## src/rtl/sha256_pkg.sv

```systemverilog
// ----------------------------------------------------------------------------
// sha256_pkg
// Shared types, round constants, initial hash values and sigma functions
// for the SHA-256 message hasher.
// ----------------------------------------------------------------------------
package sha256_pkg;

  localparam int unsigned WordW  = 32;
  localparam int unsigned NumH   = 8;
  localparam int unsigned BlockW = 512;
  localparam int unsigned CountW = 61;

  typedef logic [WordW-1:0] word_t;
  typedef logic [NumH-1:0][WordW-1:0] hash_arr_t;

  localparam logic [7:0] PadMark   = 8'h80;
  localparam logic [5:0] LenStart  = 6'd56;
  localparam logic [5:0] LastSlot  = 6'd63;
  localparam logic [5:0] LastRound = 6'd63;

  function automatic word_t rotr(word_t x, int unsigned n);
    return (x >> n) | (x << (WordW - n));
  endfunction

  function automatic word_t big_sigma0(word_t x);
    return rotr(x, 2) ^ rotr(x, 13) ^ rotr(x, 22);
  endfunction

  function automatic word_t big_sigma1(word_t x);
    return rotr(x, 6) ^ rotr(x, 11) ^ rotr(x, 25);
  endfunction

  function automatic word_t small_sigma0(word_t x);
    return rotr(x, 7) ^ rotr(x, 18) ^ (x >> 3);
  endfunction

  function automatic word_t small_sigma1(word_t x);
    return rotr(x, 17) ^ rotr(x, 19) ^ (x >> 10);
  endfunction

  function automatic word_t init_h(logic [2:0] idx);
    word_t r;
    case (idx)
      3'd0: r = 32'h6a09e667;
      3'd1: r = 32'hbb67ae85;
      3'd2: r = 32'h3c6ef372;
      3'd3: r = 32'ha54ff53a;
      3'd4: r = 32'h510e527f;
      3'd5: r = 32'h9b05688c;
      3'd6: r = 32'h1f83d9ab;
      3'd7: r = 32'h5be0cd19;
      default: r = '0;
    endcase
    return r;
  endfunction

  function automatic hash_arr_t init_hash();
    hash_arr_t r;
    for (int i = 0; i < NumH; i++) begin
      r[i] = init_h(3'(i));
    end
    return r;
  endfunction

  function automatic word_t round_k(logic [5:0] idx);
    word_t r;
    case (idx)
      6'd0:  r = 32'h428a2f98;
      6'd1:  r = 32'h71374491;
      6'd2:  r = 32'hb5c0fbcf;
      6'd3:  r = 32'he9b5dba5;
      6'd4:  r = 32'h3956c25b;
      6'd5:  r = 32'h59f111f1;
      6'd6:  r = 32'h923f82a4;
      6'd7:  r = 32'hab1c5ed5;
      6'd8:  r = 32'hd807aa98;
      6'd9:  r = 32'h12835b01;
      6'd10: r = 32'h243185be;
      6'd11: r = 32'h550c7dc3;
      6'd12: r = 32'h72be5d74;
      6'd13: r = 32'h80deb1fe;
      6'd14: r = 32'h9bdc06a7;
      6'd15: r = 32'hc19bf174;
      6'd16: r = 32'he49b69c1;
      6'd17: r = 32'hefbe4786;
      6'd18: r = 32'h0fc19dc6;
      6'd19: r = 32'h240ca1cc;
      6'd20: r = 32'h2de92c6f;
      6'd21: r = 32'h4a7484aa;
      6'd22: r = 32'h5cb0a9dc;
      6'd23: r = 32'h76f988da;
      6'd24: r = 32'h983e5152;
      6'd25: r = 32'ha831c66d;
      6'd26: r = 32'hb00327c8;
      6'd27: r = 32'hbf597fc7;
      6'd28: r = 32'hc6e00bf3;
      6'd29: r = 32'hd5a79147;
      6'd30: r = 32'h06ca6351;
      6'd31: r = 32'h14292967;
      6'd32: r = 32'h27b70a85;
      6'd33: r = 32'h2e1b2138;
      6'd34: r = 32'h4d2c6dfc;
      6'd35: r = 32'h53380d13;
      6'd36: r = 32'h650a7354;
      6'd37: r = 32'h766a0abb;
      6'd38: r = 32'h81c2c92e;
      6'd39: r = 32'h92722c85;
      6'd40: r = 32'ha2bfe8a1;
      6'd41: r = 32'ha81a664b;
      6'd42: r = 32'hc24b8b70;
      6'd43: r = 32'hc76c51a3;
      6'd44: r = 32'hd192e819;
      6'd45: r = 32'hd6990624;
      6'd46: r = 32'hf40e3585;
      6'd47: r = 32'h106aa070;
      6'd48: r = 32'h19a4c116;
      6'd49: r = 32'h1e376c08;
      6'd50: r = 32'h2748774c;
      6'd51: r = 32'h34b0bcb5;
      6'd52: r = 32'h391c0cb3;
      6'd53: r = 32'h4ed8aa4a;
      6'd54: r = 32'h5b9cca4f;
      6'd55: r = 32'h682e6ff3;
      6'd56: r = 32'h748f82ee;
      6'd57: r = 32'h78a5636f;
      6'd58: r = 32'h84c87814;
      6'd59: r = 32'h8cc70208;
      6'd60: r = 32'h90befffa;
      6'd61: r = 32'ha4506ceb;
      6'd62: r = 32'hbef9a3f7;
      6'd63: r = 32'hc67178f2;
      default: r = '0;
    endcase
    return r;
  endfunction

endpackage

```

## src/rtl/sha256_message_hasher_unit.sv

```systemverilog
// ----------------------------------------------------------------------------
// sha256_message_hasher_unit
// SHA-256 hasher for a byte stream: packs bytes into 512-bit blocks, pads on
// end of message and returns the eight digest words.
// ----------------------------------------------------------------------------
//   channel | direction | handshake           | payload
//   in      | input     | in_valid/in_ready   | has_byte, message_byte, end_of_message
//   out     | output    | out_valid/out_ready | word_index, digest_word, last_word
//
// each byte transfer fills one slot; a full block starts the 64 rounds of
// the shared round unit and a fold into the hash, taking no bytes meanwhile;
// end of message inserts padding one byte per cycle, pausing while a block is hashed
// (up to two more blocks), then offers eight digest words, one per out transfer
// reset loads the initial hash values; no clearing pass is needed
// in_ready is low during padding, rounds, the fold and digest output; an out stall
// holds the current word
// ----------------------------------------------------------------------------
module sha256_message_hasher_unit (
  input  logic        clk_i,
  input  logic        rst_ni,
  input  logic        in_valid_i,
  output logic        in_ready_o,
  input  logic        has_byte_i,
  input  logic [7:0]  message_byte_i,
  input  logic        end_of_message_i,
  output logic        out_valid_o,
  input  logic        out_ready_i,
  output logic [2:0]  word_index_o,
  output logic [31:0] digest_word_o,
  output logic        last_word_o
);

  typedef enum logic [2:0] {
    S_IDLE,
    S_PAD,
    S_COMP,
    S_ADD,
    S_OUT
  } state_e;

  typedef enum logic [1:0] {
    P_MARK,
    P_ZERO_WRAP,
    P_ZERO_LEN
  } pad_e;

  state_e state_q, state_d;
  pad_e   phase_q, phase_d;
  logic   pad_act_q, pad_act_d;
  logic   pad_done_q, pad_done_d;
  logic [5:0] fill_q, fill_d;
  logic [5:0] round_q, round_d;
  logic [2:0] idx_q, idx_d;
  logic [sha256_pkg::CountW-1:0] count_q, count_d;
  sha256_pkg::hash_arr_t hash_q, hash_d;
  sha256_pkg::hash_arr_t vars_q, vars_d;
  logic [sha256_pkg::BlockW-1:0] blk_q, blk_d;

  logic        push;
  logic [7:0]  push_byte;
  logic [7:0]  pad_byte;
  logic [63:0] bit_len;
  logic [2:0]  len_sel;
  sha256_pkg::word_t w_cur, w_new, t1, t2, ch, maj;

  assign bit_len = {count_q, 3'b000};
  assign len_sel = 3'd7 - fill_q[2:0];

  always_comb begin
    case (phase_q)
      P_MARK:     pad_byte = sha256_pkg::PadMark;
      P_ZERO_LEN: pad_byte = (fill_q >= sha256_pkg::LenStart)
                             ? bit_len[{len_sel, 3'b000} +: 8] : 8'h00;
      default:    pad_byte = 8'h00;
    endcase
  end

  // round unit and schedule window
  assign w_cur = blk_q[511:480];
  assign w_new = sha256_pkg::small_sigma1(blk_q[63:32]) + blk_q[223:192]
               + sha256_pkg::small_sigma0(blk_q[479:448]) + blk_q[511:480];
  assign ch  = (vars_q[4] & vars_q[5]) ^ (~vars_q[4] & vars_q[6]);
  assign maj = (vars_q[0] & vars_q[1]) ^ (vars_q[0] & vars_q[2]) ^ (vars_q[1] & vars_q[2]);
  assign t1  = vars_q[7] + sha256_pkg::big_sigma1(vars_q[4]) + ch
             + sha256_pkg::round_k(round_q) + w_cur;
  assign t2  = sha256_pkg::big_sigma0(vars_q[0]) + maj;

  always_comb begin
    state_d    = state_q;
    phase_d    = phase_q;
    pad_act_d  = pad_act_q;
    pad_done_d = pad_done_q;
    fill_d     = fill_q;
    round_d    = round_q;
    idx_d      = idx_q;
    count_d    = count_q;
    hash_d     = hash_q;
    vars_d     = vars_q;
    blk_d      = blk_q;
    push       = 1'b0;
    push_byte  = 8'h00;

    case (state_q)
      S_IDLE: begin
        if (in_valid_i) begin
          if (end_of_message_i) begin
            pad_act_d = 1'b1;
            phase_d   = P_MARK;
            state_d   = S_PAD;
          end
          if (has_byte_i) begin
            push      = 1'b1;
            push_byte = message_byte_i;
            count_d   = count_q + 1'b1;
            if (fill_q == sha256_pkg::LastSlot) begin
              state_d = S_COMP;
            end
          end
        end
      end
      S_PAD: begin
        push      = 1'b1;
        push_byte = pad_byte;
        case (phase_q)
          P_MARK: begin
            if (fill_q < sha256_pkg::LenStart || fill_q == sha256_pkg::LastSlot) begin
              phase_d = P_ZERO_LEN;
            end else begin
              phase_d = P_ZERO_WRAP;
            end
          end
          P_ZERO_WRAP: begin
            if (fill_q == sha256_pkg::LastSlot) begin
              phase_d = P_ZERO_LEN;
            end
          end
          default: phase_d = phase_q;
        endcase
        if (fill_q == sha256_pkg::LastSlot) begin
          state_d = S_COMP;
          if (phase_q == P_ZERO_LEN) begin
            pad_done_d = 1'b1;
          end
        end
      end
      S_COMP: begin
        blk_d     = {blk_q[479:0], w_new};
        vars_d[7] = vars_q[6];
        vars_d[6] = vars_q[5];
        vars_d[5] = vars_q[4];
        vars_d[4] = vars_q[3] + t1;
        vars_d[3] = vars_q[2];
        vars_d[2] = vars_q[1];
        vars_d[1] = vars_q[0];
        vars_d[0] = t1 + t2;
        round_d   = round_q + 1'b1;
        if (round_q == sha256_pkg::LastRound) begin
          state_d = S_ADD;
        end
      end
      S_ADD: begin
        for (int i = 0; i < sha256_pkg::NumH; i++) begin
          hash_d[i] = hash_q[i] + vars_q[i];
        end
        if (pad_done_q) begin
          state_d = S_OUT;
          idx_d   = '0;
        end else if (pad_act_q) begin
          state_d = S_PAD;
        end else begin
          state_d = S_IDLE;
        end
      end
      S_OUT: begin
        if (out_ready_i) begin
          // shift the next word up and refill from the initial values
          for (int i = 0; i < sha256_pkg::NumH - 1; i++) begin
            hash_d[i] = hash_q[i+1];
          end
          hash_d[sha256_pkg::NumH-1] = sha256_pkg::init_h(idx_q);
          idx_d = idx_q + 1'b1;
          if (idx_q == 3'd7) begin
            state_d    = S_IDLE;
            count_d    = '0;
            pad_act_d  = 1'b0;
            pad_done_d = 1'b0;
          end
        end
      end
      default: state_d = S_IDLE;
    endcase

    if (push) begin
      blk_d  = {blk_q[503:0], push_byte};
      fill_d = fill_q + 1'b1;
      if (fill_q == sha256_pkg::LastSlot) begin
        vars_d = hash_q;
      end
    end
  end

  always_ff @(posedge clk_i or negedge rst_ni) begin
    if (!rst_ni) begin
      state_q    <= S_IDLE;
      phase_q    <= P_MARK;
      pad_act_q  <= 1'b0;
      pad_done_q <= 1'b0;
      fill_q     <= '0;
      round_q    <= '0;
      idx_q      <= '0;
      count_q    <= '0;
      hash_q     <= sha256_pkg::init_hash();
    end else begin
      state_q    <= state_d;
      phase_q    <= phase_d;
      pad_act_q  <= pad_act_d;
      pad_done_q <= pad_done_d;
      fill_q     <= fill_d;
      round_q    <= round_d;
      idx_q      <= idx_d;
      count_q    <= count_d;
      hash_q     <= hash_d;
    end
  end

  always_ff @(posedge clk_i) begin
    vars_q <= vars_d;
    blk_q  <= blk_d;
  end

  assign in_ready_o    = (state_q == S_IDLE);
  assign out_valid_o   = (state_q == S_OUT);
  assign word_index_o  = idx_q;
  assign digest_word_o = hash_q[0];
  assign last_word_o   = (idx_q == 3'd7);

  a_no_overlap: assert property (@(posedge clk_i) disable iff (!rst_ni)
    !(in_ready_o && out_valid_o))
    else $error("input and output open together");

  a_round_idle: assert property (@(posedge clk_i) disable iff (!rst_ni)
    (state_q != S_COMP) |-> (round_q == '0))
    else $error("round counter busy outside compression");

  a_comp_end: assert property (@(posedge clk_i) disable iff (!rst_ni)
    (state_q == S_COMP && round_q == sha256_pkg::LastRound) |=> (state_q == S_ADD))
    else $error("compression did not end after last round");

  a_fill_out: assert property (@(posedge clk_i) disable iff (!rst_ni)
    (state_q == S_OUT) |-> (fill_q == '0 && pad_done_q))
    else $error("digest offered with a partial block");

  a_reinit: assert property (@(posedge clk_i) disable iff (!rst_ni)
    (out_valid_o && out_ready_i && last_word_o)
    |=> (in_ready_o && hash_q == sha256_pkg::init_hash() && count_q == '0))
    else $error("state not restored after last digest word");

endmodule

```

## config.mk

```make
export PLATFORM = sky130hd
export DESIGN_NAME = sha256_message_hasher_unit
export DESIGN_NICKNAME = d
export VERILOG_FILES = /design/src/rtl/sha256_pkg.sv /design/src/rtl/sha256_message_hasher_unit.sv
export SDC_FILE = /design/constraint.sdc
export NUM_CORES = 2
export LEC_CHECK = 0
export CAP_MARGIN = 20
export CORE_ASPECT_RATIO = 1.4
export CORE_MARGIN = 8
export CORE_UTILIZATION = 35
export DETAILED_ROUTE_END_ITERATION = 10
export DONT_BUFFER_PORTS = 1
export GPL_TIMING_DRIVEN = 1
export PLACE_DENSITY = 0.54
export SYNTH_ARGS = -nofsm -noshare
export SYNTH_HDL_FRONTEND = slang
export SYNTH_SLANG_ARGS = --single-unit
```

## constraint.sdc

```tcl
create_clock -name clk_i -period 15.7 [get_ports clk_i]
set_input_delay 2.355 -clock clk_i [delete_from_list [all_inputs] [get_ports clk_i]]
set_output_delay 2.355 -clock clk_i [all_outputs]
set_load 0.02 [all_outputs]
```

==> reports/qor.yml <==
outcome:
  outcome: "finished, final reports clean"
clock_tree:
  cts_buffer_depth: 3
  numClockSinks: 1107
  cts_tree: "yes"
  clockRootBuffer: "clkbuf_16"
  numCtsBuffers: 132
  cts_setup_buffers: 0
  worstSkewPairLatency_ns: 0.81
  postCtsHoldBufs: 0
  htreeDepth: 4
  clkSlewWorstSetupHoldPaths_ns: 0.06
  ctsResizeCount: 0
setup_path:
  required_ns: 16.36
  cpLargestDelayFamily: "compound AO/OA/AOI/OAI gates"
  arrival_ns: 11.42
  rrSetupSlack_ns: 4.93
  critPathBufInv: 4
  cpPeakStageDelay_ns: 0.94
  end_kind: "flop"
  start_kind: "flop"
  crit_path_top_delay_cell: "ha_1"
  path_max_fanout: 16
  worst_path_most_repeated_cell: "a21oi_1"
  worstSetupPathType: "flop to flop"
routing:
  post_drt_wl_per_cell_um: 21.8
  vias: 62026
  vias_per_cell: 5.32
  route.detailed.drc: 0
  ant_nets: 0
  firstDrtPassIters: 6
  routed_wirelength_mm: 253
  drtIter0Drc: 4159
synthesis:
  synth_edf_count: 512
  synthCells: 9026
  synth_cell_types: 93
  async_reset_ff_share_pct: 30.6
  yosys_most_used_dff: "edfxtp_1"
  synth_fp_nets: 9644
  synth_seq_cells: 1107
  synth.avg_cell_area_sq_um: 8.37
  ys_seq_area_share_pct: 38.6
  syn_area_sq_um: 75500
  ys.warnings.count: 0
die:
  core-area_sq_um: 214000
  ios: 52
  floorplan.rows: 201
  die_w_um: 409
  die_y_um: 566
  start_util_pct: 35.2
  die-area_sq_um: 231000
timing:
  setup_violations: 0
  fmax_mhz: 92.9
  slew_headroom_pct: 15.0
  slew_violations: 0
  period_share_pct: 68.6
  hold_viol_final: 0
  fin_crit_ns: 10.77
  rsz0062_at_grt: "no"
  fin_skew_ns: 0.0398
  worst_pin_slew_ns: 1.27
  final.setup.tns_ns: 0
layout:
  drive_gt1_share_pct: 6.01
  multi_input_area_sq_um: 42300
  nFillCells: 21861
  area_growth_pct: 9.00
  nets: 9313
  seq_area_sq_um: 29200
placement:
  portBuffers: 0
  hpwlAfterDp_mm: 184
  place.gp.congestion: 0.900
global_routing:
  grt_usage_pct: 21.3
  grt_pass1_wl_mm: 384
  grt_max_degree: 340
  grt.overflow.total: 0
  antenna_found_initial: 7
  grt_pass1_vias: 62362
worst_hold_path:
  min_path_type: "flop to flop"
flow_run:
  maxCapViolations: 0
-- path summary, 6_finish.rpt --
path | to | depth (start not counted) | startpoint
hold reg to reg | vars_q[225] | 2 | vars_q[225]
min in group asynchronous | hash_q[33] | 1 | rst_ni
setup reg to reg | vars_q[31] | 37 | round_q[0]
max in group asynchronous | round_q[3] | 2 | rst_ni
setup / recovery | vars_q[31] | 37 | round_q[0]
hold / removal | vars_q[225] | 2 | vars_q[225]
-- area by class of cell --
type / count / share of cell area, %
Inverter: 493 / 2.25
Tap cell: 2842 / 4.32
Antenna cell: 3 / 0.00912
Sequential cell: 1107 / 35.4
Clock buffer: 176 / 4.39
Clock inverter: 69 / 1.05
Timing Repair Buffer: 100 / 1.09
Multi-Input combinational cell: 6861 / 51.5
-- per-layer routing --
layer  share of wire [%]  global-route usage (%)  routed length, um
met1                  39                    24.3              99300
met2                  50                    38.2             127000
met3                 3.6                    2.33               9080
met4                 7.3                    13.1              18400
met5                   0                       0                  0
-- cell families after synthesis --
logic type,count (synthesis),share of synthesized area [%]
AO/OA/AOI/OAI,2123,16.8
flip-flops,1107,38.6
AND/OR/NAND/NOR,3452,18.7
XOR/XNOR,597,6.92
multiplexers,81,1.53
adder cells (fa/ha/maj),608,12.0
buffers and inverters,1058,5.42
-- cells in the final DEF, fill, tap and decap left out, types with 81 or more instances in the layout --
| cell | count |
|---|---|
| nand2_1 | 2201 |
| nor2_1 | 727 |
| a21oi_1 | 657 |
| o21ai_0 | 563 |
| edfxtp_1 | 512 |
| inv_1 | 487 |
| ha_1 | 409 |
| xnor2_1 | 360 |
| a31oi_1 | 292 |
| dfxtp_1 | 256 |
| xor2_1 | 237 |
| dfrtp_1 | 200 |
| fa_1 | 195 |
| a21o_1 | 164 |
| dfstp_2 | 136 |
| clkbuf_16 | 133 |
| buf_4 | 91 |
| nor3_1 | 81 |
-- cell usage after synthesis, types with 10 or more instances --
master	n	share of area, %
a211o_1	18	0.21
a211oi_1	55	0.55
a21boi_0	11	0.11
a21o_1	164	1.6
a21oi_1	657	4.4
a22oi_1	12	0.12
a31o_2	13	0.15
a31oi_1	293	2.4
and3_1	67	0.56
buf_1	34	0.17
buf_4	32	0.32
clkbuf_1	499	2.5
dfrtp_1	203	6.7
dfstp_2	136	4.7
dfxtp_1	256	6.8
edfxtp_1	512	20
fa_1	195	5.2
ha_1	409	6.8
inv_1	488	2.4
mux2_2	16	0.24
mux2i_1	39	0.52
mux4_2	26	0.78
nand2_1	2205	11
nand2b_1	67	0.56
nand3_1	80	0.53
nand4_1	33	0.27
nor2_1	730	3.6
nor2b_1	62	0.51
nor3_1	82	0.54
nor3b_1	10	0.099
nor4_1	18	0.15
o211ai_1	46	0.46
o21a_1	51	0.51
o21ai_0	569	3.8
o21ai_1	28	0.19
o21bai_1	44	0.44
o22ai_1	14	0.12
o311ai_0	11	0.13
o31ai_1	19	0.19
or3_1	49	0.41
xnor2_1	360	4.2
xor2_1	237	2.7
-- worst min-delay path, cell delays in order (launching register included) --
cell     delay, ns
dfxtp_1       0.32
nand2_1       0.06
a31oi_1       0.07
-- flip-flops by register name, summed over array words and instances (netlist names) --
signal         flops
blk_q            512
count_q           61
digest_word_o     32
fill_q             6
hash_q           224
pad_act_q          1
pad_done_q         1
phase_q            2
round_q            6
state_q            3
vars_q           256
word_index_o       3
-- metrics by stage --
step	worst slack (ns)	instance area [sq um]	hold WS, ns	util [%]	cells
after floorplan	0.402	75500	0.460	-	9026
after global placement	5.19	77700	0.485	36.2	11397
after detailed placement	5.12	77700	0.491	36.3	11398
after CTS	5.09	82200	0.501	38.3	11643
after global routing	4.49	82300	0.514	38.4	11649
final	4.93	82300	0.499	38.4	11651
Power is left out: the tool's default activity adds up to more than one toggle a clock period on the data nets, which glitch-free logic cannot reach.
